==> config.mk <==
export PLATFORM = sky130hd
export DESIGN_NAME = rttp_queue
export DESIGN_NICKNAME = d
export VERILOG_FILES = /design/src/design/rttp_pkg.sv /design/src/design/rttp_queue.sv
export SDC_FILE = /design/constraint.sdc
export NUM_CORES = 1
export LEC_CHECK = 0
export BUFFER_PORTS_ARGS = -buffer_cell sky130_fd_sc_hd__buf_2
export CAP_MARGIN = 20
export CORE_ASPECT_RATIO = 0.7
export CORE_MARGIN = 2
export CORE_UTILIZATION = 45
export DETAILED_ROUTE_END_ITERATION = 6
export PLACE_DENSITY = 0.75
export SLEW_MARGIN = 20
export SYNTH_ARGS = -nofsm -noshare
export SYNTH_HDL_FRONTEND = slang
export SYNTH_SLANG_ARGS = --single-unit
export TNS_END_PERCENT = 20
==> constraint.sdc <==
create_clock -name clk -period 1.62 [get_ports clk]
set_input_delay 0.324 -clock clk [delete_from_list [all_inputs] [get_ports clk]]
set_output_delay 0.324 -clock clk [all_outputs]
set_load 0.02 [all_outputs]
==> src/design/rttp_pkg.sv <==
package rttp_pkg;

    // Input and result payloads
    typedef struct packed {
        logic [7:0] pixel_index;
        logic       drain;
    } in_t;

    typedef struct packed {
        logic [7:0] out_byte;
        logic       image_done;
        logic [2:0] status;
    } out_t;

    // Configuration port
    localparam int CFG_INDEX_W = 2;
    localparam int CFG_DATA_W  = 13;

    localparam logic [CFG_INDEX_W-1:0] REG_IMAGE_WIDTH   = 2'd0;
    localparam logic [CFG_INDEX_W-1:0] REG_IMAGE_HEIGHT  = 2'd1;
    localparam logic [CFG_INDEX_W-1:0] REG_TILE_MODE     = 2'd2;
    localparam logic [CFG_INDEX_W-1:0] REG_FOUR_BIT_MODE = 2'd3;

    // Tile modes
    localparam logic [1:0] MODE_FB   = 2'd0;
    localparam logic [1:0] MODE_T8   = 2'd1;
    localparam logic [1:0] MODE_T16  = 2'd2;
    localparam logic [1:0] MODE_BAD  = 2'd3;

    // Status codes
    localparam logic [2:0] STATUS_OK      = 3'd0;
    localparam logic [2:0] STATUS_SIZE    = 3'd1;
    localparam logic [2:0] STATUS_BPP     = 3'd2;
    localparam logic [2:0] STATUS_MODE    = 3'd3;
    localparam logic [2:0] STATUS_OVERRUN = 3'd4;

    localparam logic [12:0] MAX_HEIGHT = 13'd4096;

    // Reset values of the configuration registers
    localparam logic [10:0] RESET_WIDTH  = 11'd8;
    localparam logic [12:0] RESET_HEIGHT = 13'd8;

    // Queue between front and back
    localparam int QUEUE_DEPTH = 4;
    localparam int QPTR_W      = $clog2(QUEUE_DEPTH);
    localparam int QCNT_W      = $clog2(QUEUE_DEPTH + 1);

    // Result as decided by the front, before the band store data is known
    typedef struct packed {
        logic       from_ram;
        logic       four_bit;
        logic [7:0] direct_byte;
        logic       image_done;
        logic [2:0] status;
    } tok_t;

    // Queue entry: token plus the two store bytes read for it
    typedef struct packed {
        tok_t       tok;
        logic [7:0] ram_hi;
        logic [7:0] ram_lo;
    } entry_t;

endpackage

==> src/design/rttp_queue.sv <==
module rttp_queue
    import rttp_pkg::*;
(
    input  logic              clk,
    input  logic              rst_n,
    input  logic              push_valid,
    input  entry_t            push_entry,
    input  logic              pop,
    output logic [QCNT_W-1:0] level,
    output logic              head_valid,
    output entry_t            head_entry
);

    entry_t             slot [QUEUE_DEPTH];
    logic [QPTR_W-1:0]  wr_ptr_reg, wr_ptr_next;
    logic [QPTR_W-1:0]  rd_ptr_reg, rd_ptr_next;
    logic [QCNT_W-1:0]  count_reg, count_next;

    // front never pushes into a full queue
    always_comb
    begin
        wr_ptr_next = push_valid ? wr_ptr_reg + QPTR_W'(1) : wr_ptr_reg;
        rd_ptr_next = pop ? rd_ptr_reg + QPTR_W'(1) : rd_ptr_reg;
        count_next  = count_reg + QCNT_W'(push_valid) - QCNT_W'(pop);
    end

    always_ff @(posedge clk or negedge rst_n)
    begin
        if (!rst_n)
        begin
            wr_ptr_reg <= '0;
            rd_ptr_reg <= '0;
            count_reg  <= '0;
        end
        else
        begin
            wr_ptr_reg <= wr_ptr_next;
            rd_ptr_reg <= rd_ptr_next;
            count_reg  <= count_next;
        end
    end

    always_ff @(posedge clk)
    begin
        if (push_valid)
        begin
            slot[wr_ptr_reg] <= push_entry;
        end
    end

    assign level      = count_reg;
    assign head_valid = (count_reg != '0);
    assign head_entry = slot[rd_ptr_reg];

endmodule

### Yosys cells after proc, flatten, opt, wreduce, memory -nomap -nowiden

Memory sizes are Yosys's and may differ from the RTL's.
Cells that the tools add are included.
Widths: inputs -> output; s select.

* flip-flop bits (word level): 7
* RAM bits: 120
* input port bits: 34
* output and inout port bits: 34
* word-level logic and storage cells: 11
* memories: 1

Memories
* slot: depth 4, width 30, rd ports 1, clocked after Yosys merged registers in 0, write ports 1, line rttp_queue.sv:14 `entry_t slot [QUEUE_DEPTH];`

* add/sub/neg operators: 4
* multiplexer cells: 2
* reduce and logical (&&, ||, !) cells: 1

Operator list (number)
* $add 2x1->2 const B: 2
* $add 3x1->3: 1
* $reduce_bool 3->1: 1
* $sub 3x1->3: 1
* $mux 1: 2

### Longest topological paths before layout

Gate-level depths: netlist of run 1.

* depth in word-level cells: 2
* depth in mapped cells: 7
* depth with buffers taken out: 7

### Worst setup path after synthesis of run 1

Ideal clock, no wire load.

* kind: reg2reg
* from: reg wr_ptr_reg[0]
* to: mem slot[0][0] in the netlist's numbering (enable)
* library setup time: 0.390 ns
* arrival: 1.365 ns
* data required time: 1.230 ns
* slack: -0.135 ns
* cell stages (with the launch flop): 4
* cell sequence: dfrtp_1 -> inv_1 -> ha_1 -> and2_1

RTL lines
* start: declaration: line rttp_queue.sv:15 `logic [QPTR_W-1:0] wr_ptr_reg, wr_ptr_next;`
* start signal: assignment: line rttp_queue.sv:37 `wr_ptr_reg <= wr_ptr_next;`
* end: declaration: line rttp_queue.sv:14

No word-level cell before the write port.

==> impl_metrics.env, run 1 <==
export IMPL_gp_congestion=0.715
export IMPL_antenna_found_initial=1
export IMPL_drt_initial_drc_count=151
export IMPL_vias=2208
export IMPL_first_pass_iters=4
export IMPL_worst_setup_path_type="flip-flop to primary output"
export IMPL_crit_arrival_ns=1.75
export IMPL_dieArea_sq_mm=0.0114
export IMPL_period_share_pct=128
export IMPL_initial_utilization_pct=46.1
export IMPL_fp_dieH_um=90.0
export IMPL_clock_sink_count=127
export IMPL_cp_end_kind="primary output"
export IMPL_crit_required_ns=1.30
export IMPL_area_growth_pct=27.5
export IMPL_syn_nets=231
export IMPL_yosys_area_share_simple_pct=0.816
export IMPL_rsz0062_at_grt="true"
export IMPL_fin_ws_ns=-0.456
export IMPL_status="finished with violations"
export IMPL_r2r_end="level[2]$_DFF_PN0_"
export IMPL_post_synth_xor_area_fraction_pct=0.921
export IMPL_final_max_slew_viol_count=0
export IMPL_insertion_delay_ns=0.41
export IMPL_postRouteAntennaNets=0
export IMPL_core_area_sq_mm=0.0103
export IMPL_hold_path_cell_count=1
export IMPL_hold_path_class="input pin to flip-flop"
export IMPL_p_leak_nw=2.19
export IMPL_grt_usage_pct=16.0
export IMPL_yosys_area_share_adder_pct=2.00
export IMPL_synth_top_family_by_area="multiplexers"
export IMPL_finish_utilization_pct=58.8
export IMPL_synth_area_sq_mm=0.00475
export IMPL_top_register="slot"
export IMPL_drcViolationCount=0
export IMPL_min_to="slot[0][17]$_DFFE_PP_"
export IMPL_yosysSeqAreaShare_pct=79.5
export IMPL_tightestPinTransition_ns=0.480
export IMPL_r2r_start="level[0]$_DFF_PN0_"
export IMPL_fmax_ghz=0.482
export IMPL_routed_via_density=5.12
export IMPL_n_antenna_cell=0
export IMPL_ys_warn_count=0
export IMPL_fin_nets=327
export IMPL_holdCritStartpoint="push_entry[17]"
export IMPL_ys_types=16
export IMPL_cp_max_fo=15
export IMPL_dp_cells=397
export IMPL_grt_pass1_wl_um=13000
export IMPL_cts_root_buffer="clkbuf_16"
export IMPL_drive_gt1_share_pct=48.2
export IMPL_overflow=0
export IMPL_final_cells=431
export IMPL_cts_htree_levels=4
export IMPL_first_global_vias=2395
export IMPL_synth_compound_area_share_pct=0.105
export IMPL_vdd_ir_drop_max_mv=1.19
export IMPL_largest_register_ffs=120
export IMPL_final_min_clock_period_ns=2.08
export IMPL_port_buffers=67
export IMPL_totalWireLength_um=8350
export IMPL_path_clk_slew_ns=0.05
export IMPL_cts_buffers=17
export IMPL_failed_checks="setup timing"
export IMPL_cts_buffer_depth=2
export IMPL_dpl_hpwl_um=5160
export IMPL_pin_count=68
export IMPL_reg2reg_slack_ns=-0.01
export IMPL_power_per_cell_area_mw_per_mm2=2050
export IMPL_ys_ff_latch=127
export IMPL_drv_cap=0
export IMPL_setup_viol=32
export IMPL_grt_max_degree=31
export IMPL_post_drt_wl_per_cell_um=19.4
export IMPL_start_kind="flip-flop"
export IMPL_finClkSkew_ns=0.00676
export IMPL_muxShareOfSynthArea_pct=14.4
export IMPL_die_width_um=127
export IMPL_rows=31
export IMPL_cts_tree="done"
export IMPL_synth_cells=190
export IMPL_r2r_cells=7
export IMPL_finalHoldViolations=0
export IMPL_relSlewSlack_pct=68.0
export IMPL_avgSynthCellArea_sq_um=25.0
==> through the flow <==
step / power, mW / setup slack [ns] / setup TNS (ns) / area [sq um] / hold WS, ns
floorplan: 7.07 / -0.130 / -8.59 / 4750 / 0.0284
global placement: 8.18 / -0.0560 / -0.267 / 5360 / 0.177
detailed placement: 8.30 / -0.0746 / -0.852 / 5360 / 0.176
CTS: 12.5 / -0.490 / -14.10 / 6040 / 0.110
global route: 13.0 / -0.539 / -15.23 / 6060 / 0.119
finish: 12.4 / -0.456 / -12.84 / 6060 / 0.131
==> cells in the mapped netlist, drive strengths merged <==
cell type	n	area, sq um
fa	1	20.0
nand2	2	7.51
mux4	30	683
xnor2	3	26.3
and2	4	25.0
or3	1	6.26
xor2	2	17.5
o21ai	1	5.00
ha	6	75.1
buf	7	86.3
dfrtp	7	175
inv	6	22.5
edfxtp	120	3600
==> power breakdown <==
group	internal (mW)	switching, mW
Combinational	1.72	2.06
Sequential	4.32	0.190
Clock	2.86	1.28
Total	8.90	3.53
==> cell usage in the layout, fill, tap and decap left out, types with 3 or more instances in the layout <==
master	netlist	final
inv_1	6	6
clkinv_2	0	3
clkbuf_16	0	17
and2_2	0	3
ha_1	6	6
dfrtp_1	7	6
edfxtp_1	120	120
xnor2_1	3	3
bufinv_16	0	6
buf_6	1	5
buf_4	0	10
mux4_2	28	28
buf_12	3	6
buf_2	3	62
==> routing by layer <==
metal	vias up	global-route usage, %	routed length, um
li1	991	-	-
met1	1131	19.8	3440
met2	77	25.0	4210
met3	7	7.38	640
met4	2	5.49	50
met5	-	0	7
==> repair_timing <==
action,in CTS,in global routing
hold buffers,1,0
endpoints found under the setup margin,32,62
endpoints found under the hold margin,7,0
setup buffers,1,0
gates resized for setup,4,7
==> kinds of logic after synthesis <==
| kind of cell | Yosys count |
|---|---|
| and+or+nand+nor | 7 |
| xor gates and xnor gates | 5 |
| muxes | 30 |
| DFF | 127 |
| AOI/OAI and AO/OA | 1 |
| adders and majority gates | 7 |
| buffers and inverters | 13 |
==> final cells by class <==
type                    instances  area [sq um]
clock buffers                  19           433
clock inverters                13           218
fillers                       754          4260
inverters                       6          22.5
multi-input cells              50           872
flip-flops and latches        127          3780
well taps                     132           165
repair buffers                 84           572
==> critical path, stage by stage (launching register included) <==
cell,delay [ns]
dfrtp_2,0.43
buf_12,0.20
mux4_2,0.54
buf_2,0.18
==> how the worst max path moves through the flow <==
stage / startpoint / slack, ns / to
finish: rd_ptr_reg[0]$_DFFE_PN0P_ / -0.46 / head_entry[5]
global route: rd_ptr_reg[0]$_DFFE_PN0P_ / -0.54 / head_entry[0]
CTS: rd_ptr_reg[0]$_DFFE_PN0P_ / -0.49 / head_entry[1]
detailed placement: pop / -0.07 / level[2]$_DFF_PN0_
global placement: pop / -0.06 / level[2]$_DFF_PN0_
floorplan: wr_ptr_reg[0]$_DFFE_PN0P_ / -0.13 / slot[2][0]$_DFFE_PP_
Note: power is estimated with default switching activity, not from simulation.
==> run 2, diff against run 1 <==
CORE_UTILIZATION = 51   (was 45)
PLACE_DENSITY = 0.82   (was 0.75)
clock period = 1.7 ns   (was 1.62 ns; I/O delays follow)
==> run 2 against run 1 <==
Net effect:
- the run still ends with setup timing left
- via count grew 0.91%
- utilization grew 8.3 points
- first-iteration DRC count grew 12%
- clock-buffer cell count grew 4
- global-route usage grew 1.8 points
==> impl_metrics.env, run 2 (synthesized netlist as in run 1, its figures left out) <==
export IMPL_status="finished with violations"
export IMPL_failed_checks="setup timing"
export IMPL_tightestPinTransition_ns=0.264
export IMPL_final_min_clock_period_ns=2.10
export IMPL_cp_max_fo=7
export IMPL_cts_buffers=17
export IMPL_core_area_sq_mm=0.00907
export IMPL_vdd_ir_drop_max_mv=1.29
export IMPL_path_clk_slew_ns=0.05
export IMPL_setup_tns_final_ns=-11.22
export IMPL_port_buffers=67
export IMPL_dpl_hpwl_um=5240
export IMPL_pin_count=68
export IMPL_routed_via_density=5.21
export IMPL_postRouteAntennaNets=0
export IMPL_crit_chain="buf_12, buf_12, mux4_2, buf_6"
export IMPL_reg2reg_slack_ns=0.08
export IMPL_hold_path_class="input pin to flip-flop"
export IMPL_overflow=0
export IMPL_max_stage_delay_ns=0.54
export IMPL_met1_usage_pct=22.2
export IMPL_fin_nets=332
export IMPL_drcViolationCount=0
export IMPL_fin_ws_ns=-0.398
export IMPL_worst_path_most_repeated_cell="buf_12"
export IMPL_worst_setup_path_type="flip-flop to primary output"
export IMPL_r2r_end="level[2]$_DFF_PN0_"
export IMPL_holdCritStartpoint="push_entry[27]"
export IMPL_layout_commonest_cell="edfxtp_1"
export IMPL_cts_root_buffer="clkbuf_16"
export IMPL_post_drt_wl_per_cell_um=19.2
export IMPL_dieArea_sq_mm=0.0101
export IMPL_grt_util_met3_pct=7.74
export IMPL_grt_busiest_layer="met2"
export IMPL_totalWireLength_um=8210
export IMPL_top_register="slot"
export IMPL_hold_path_cell_count=1
export IMPL_die_width_um=119
export IMPL_r2r_start="level[0]$_DFF_PN0_"
export IMPL_drive_gt1_share_pct=48.7
export IMPL_cp_top_family="multiplexers"
export IMPL_rsz0062_at_grt="true"
export IMPL_grt_usage_pct=17.8
export IMPL_cts_htree_levels=4
export IMPL_min_to="slot[3][27]$_DFFE_PP_"
export IMPL_period_share_pct=123
export IMPL_r2r_cells=7
export IMPL_relSlewSlack_pct=82.4
export IMPL_p_leak_nw=2.21
export IMPL_start_kind="flip-flop"
export IMPL_crit_required_ns=1.36
export IMPL_drv_cap=0
export IMPL_final_cell_mix="edfxtp_1 (120), buf_2 (58), mux4_2 (29)"
export IMPL_grt_pass1_wl_um=12600
export IMPL_drt_initial_drc_count=169
export IMPL_crit_arrival_ns=1.76
export IMPL_vias=2228
export IMPL_cp_end_kind="primary output"
export IMPL_finalHoldViolations=0
export IMPL_area_growth_pct=28.0
export IMPL_cts_tree="done"
export IMPL_n_antenna_cell=0
export IMPL_finClkSkew_ns=0.00927
export IMPL_dp_cells=390
export IMPL_final_max_slew_viol_count=0
export IMPL_power_per_cell_area_mw_per_mm2=1900
export IMPL_initial_utilization_pct=52.4
export IMPL_gp_congestion=0.706
export IMPL_rows=29
export IMPL_met2_usage_pct=27.3
export IMPL_clock_sink_count=127
export IMPL_fmax_ghz=0.477
export IMPL_setup_viol=31
export IMPL_critPathBufInv=3
export IMPL_cts_buffer_depth=2
export IMPL_largest_register_ffs=120
export IMPL_final_cells=428
export IMPL_crit_slowest_cell="mux4_2"
export IMPL_first_pass_iters=4
export IMPL_antenna_found_initial=0
export IMPL_insertion_delay_ns=0.41
export IMPL_first_global_vias=2415
export IMPL_grt_max_degree=19
export IMPL_fp_dieH_um=84.8
==> run 2: changes by cell type in the layout (fill, tap and decap cells not counted), moves of 2 or more <==
cell / change
buf_2: -4
buf_6: +4
bufinv_16: -4
clkbuf_1: +4
buf_12: +3
clkbuf_16: +2
clkinv_2: +2
clkinvlp_4: -2
==> run 2: metal layers <==
metal / wire, um / up-vias / part of all wire, %
li1: - / 998 / -
met1: 3450 / 1152 / 42
met5: 0 / - / 0
met3: 510 / 11 / 6.2
met2: 4140 / 67 / 50
met4: 108 / 0 / 1.3
==> run 2: stage by stage <==
step	total power [mW]	utilization [%]	hold WS (ns)	setup slack [ns]	cell area, sq um
after floorplan	6.74	-	0.0444	-0.0495	4750
after global placement	7.82	59.4	0.190	0.0203	5380
after detailed placement	7.94	59.4	0.191	-0.0381	5380
after CTS	11.3	65.6	0.129	-0.428	5950
after global routing	12.1	67.0	0.130	-0.465	6080
final	11.6	67.0	0.146	-0.398	6080
==> run 2: power breakdown <==
part | internal [mW] | switching, mW
Clock | 2.13 | 1.17
Combinational | 1.95 | 2.03
Sequential | 4.12 | 0.179
Total | 8.19 | 3.38
==> run 2: repair_timing <==
action | in CTS | in global routing
setup buffers | 2 | 1
hold endpoints to repair | 7 | 0
gates resized for setup | 0 | 21
setup endpoints to repair | 31 | 32
cloned | 0 | 2
hold buffers | 1 | 0
==> run 2: worst max path at each step <==
stage	start	slack, ns	end	cells after the start
after floorplan	wr_ptr_reg[0]$_DFFE_PN0P_	-0.05	slot[2][0]$_DFFE_PP_	3
after global placement	pop	0.02	level[2]$_DFF_PN0_	7
after detailed placement	pop	-0.04	level[2]$_DFF_PN0_	7
after CTS	rd_ptr_reg[0]$_DFFE_PN0P_	-0.43	head_entry[26]	3
after global routing	rd_ptr_reg[0]$_DFFE_PN0P_	-0.46	head_entry[26]	4
final	rd_ptr_reg[0]$_DFFE_PN0P_	-0.40	head_entry[26]	4
==> run 2: final cells by class <==
type / instances / area [sq um]
Clock buffer: 23 / 448
Clock inverter: 9 / 92.6
Multi-Input combinational cell: 50 / 877
Inverter: 6 / 22.5
Fill cell: 601 / 2990
Timing Repair Buffer: 89 / 707
Sequential cell: 127 / 3780
Tap cell: 124 / 155
==> run 2: worst register-to-register path, cell delays in order, from the launching register on <==
cell and delay (ns):
dfrtp_1 0.34, inv_1 0.04, ha_1 0.26, inv_1 0.04
ha_1 0.18, fa_2 0.36, xnor2_2 0.15, xnor2_1 0.13
==> run 3, diff against run 2 <==
CELL_PAD_IN_SITES_DETAIL_PLACEMENT = 1   (was not set)
CELL_PAD_IN_SITES_GLOBAL_PLACEMENT = 2   (was not set)
CORE_UTILIZATION = 40   (was 51)
==> run 3 against run 2 <==
Net effect:
- the flow still finishes with violations (setup timing)
- sequential power barely moved
- via count up 0.31%
- setup slack lost 0.0053 ns
==> impl_metrics.env, run 3 (synthesized netlist as in run 1, its figures left out) <==
export IMPL_cts_tree="done"
export IMPL_hold_path_class="input pin to flip-flop"
export IMPL_largest_register_ffs=120
export IMPL_rows=33
export IMPL_final_max_slew_viol_count=0
export IMPL_grt_pass1_wl_um=14000
export IMPL_worst_setup_path_type="flip-flop to primary output"
export IMPL_antenna_found_initial=0
export IMPL_finClkSkew_ns=0.00873
export IMPL_area_growth_pct=29.0
export IMPL_rsz0062_at_grt="true"
export IMPL_fp_dieH_um=95.2
export IMPL_final_min_clock_period_ns=2.10
export IMPL_tightestPinTransition_ns=0.191
export IMPL_crit_arrival_ns=1.76
export IMPL_die_width_um=134
export IMPL_p_leak_nw=2.21
export IMPL_core_area_sq_mm=0.0116
export IMPL_place_ws_ns=-0.0412
export IMPL_initial_utilization_pct=40.8
export IMPL_first_global_vias=2488
export IMPL_drt_initial_drc_count=132
export IMPL_totalWireLength_um=9050
export IMPL_reg2reg_slack_ns=0.08
export IMPL_fin_ws_ns=-0.403
export IMPL_first_pass_iters=4
export IMPL_dieArea_sq_mm=0.0128
export IMPL_setup_viol=30
export IMPL_gp_congestion=0.682
export IMPL_cts_buffers=17
export IMPL_drv_cap=0
export IMPL_grt_max_degree=22
export IMPL_fill_cells=1051
export IMPL_crit_required_ns=1.36
export IMPL_period_share_pct=124
export IMPL_cts_htree_levels=4
export IMPL_fin_nets=325
export IMPL_r2r_end="level[2]$_DFF_PN0_"
export IMPL_cts_buffer_depth=2
export IMPL_overflow=0
export IMPL_r2r_start="level[0]$_DFF_PN0_"
export IMPL_pin_count=68
export IMPL_postRouteAntennaNets=0
export IMPL_drive_gt1_share_pct=48.8
export IMPL_cp_end_kind="primary output"
export IMPL_failed_checks="setup timing"
export IMPL_finalHoldViolations=0
export IMPL_holdCritStartpoint="push_entry[25]"
export IMPL_final_cell_mix="edfxtp_1 (120), buf_2 (63), mux4_2 (29)"
export IMPL_setup_tns_final_ns=-10.50
export IMPL_clock_sink_count=127
export IMPL_min_to="slot[3][25]$_DFFE_PP_"
export IMPL_status="finished with violations"
export IMPL_power_per_cell_area_mw_per_mm2=1980
export IMPL_relSlewSlack_pct=87.3
export IMPL_top_register="slot"
export IMPL_fmax_ghz=0.475
export IMPL_r2r_cells=7
export IMPL_routed_via_density=4.92
export IMPL_layout_commonest_cell="edfxtp_1"
export IMPL_cts_root_buffer="clkbuf_16"
export IMPL_dpl_hpwl_um=5650
export IMPL_port_buffers=67
export IMPL_drcViolationCount=0
export IMPL_cp_max_fo=16
export IMPL_insertion_delay_ns=0.41
export IMPL_hold_path_cell_count=1
export IMPL_n_antenna_cell=0
export IMPL_grt_usage_pct=15.9
export IMPL_vias=2235
export IMPL_start_kind="flip-flop"
export IMPL_post_drt_wl_per_cell_um=19.9
export IMPL_path_clk_slew_ns=0.06
export IMPL_vdd_ir_drop_max_mv=1.06
-- run 3: changes by cell type in the layout (fill, tap and decap cells not counted), sizes merged --
cell | previous run | this run
clkinv | 7 | 4
clkbuf | 25 | 20
inv | 6 | 7
buf | 86 | 81
bufinv | 2 | 7
-- run 3: through the flow --
stage               power, mW  hold slack [ns]  std cells  cell area, sq um  util, %
floorplan                6.74           0.0444        190              4750        -
global placement         7.85            0.193        421              5410     46.5
detailed placement       7.98            0.196        421              5410     46.5
CTS                      12.2            0.130        454              6100     52.4
global route             12.7            0.133        454              6130     52.6
finish                   12.1            0.147        454              6130     52.6
-- run 3: worst max-delay path, stage by stage (launching register included) --
cell	delay [ns]
dfrtp_2	0.42
buf_12	0.20
mux4_2	0.54
buf_2	0.18
-- run 3: where the power goes --
group          leakage (nW)  internal (mW)  switching (mW)  total (mW)
clock                 0.330           2.89            1.27        4.16
sequential             1.18           4.12           0.212        4.33
combinational         0.697           1.66            1.97        3.64
total                  2.21           8.67            3.45        12.1
-- run 3: worst max-delay path by stage --
stage                                    from                   end  slack [ns]  depth (start not counted)
floorplan           wr_ptr_reg[0]$_DFFE_PN0P_  slot[2][0]$_DFFE_PP_       -0.05                          3
global placement                          pop    level[2]$_DFF_PN0_       0.008                          7
detailed placement                        pop    level[2]$_DFF_PN0_       -0.04                          7
CTS                 rd_ptr_reg[0]$_DFFE_PN0P_        head_entry[12]       -0.43                          3
global route        rd_ptr_reg[0]$_DFFE_PN0P_         head_entry[7]       -0.48                          3
finish              rd_ptr_reg[0]$_DFFE_PN0P_         head_entry[7]       -0.40                          3
-- run 3: layout make-up --
type / count / area [sq um] / area share, %
Timing Repair Buffer: 82 / 579 / 9.45
Clock buffer: 20 / 437 / 7.12
Clock inverter: 12 / 238 / 3.88
Multi-Input combinational cell: 50 / 877 / 14.3
Tap cell: 157 / 196 / 3.20
Inverter: 6 / 22.5 / 0.367
Sequential cell: 127 / 3780 / 61.7
-- run 3: timing repair --
action                     4_1_cts  5_1_grt
setup buffers                    0        0
gates resized for setup          3        9
hold buffers                     1        0
hold endpoints to repair         7        0
setup endpoints to repair       31       32
-- run 3: per-layer routing --
layer	part of all wire, %	GRT usage [%]
met5	0	0
met4	1.4	5.79
met3	6.4	6.17
met2	49	26.1
met1	43	19.4
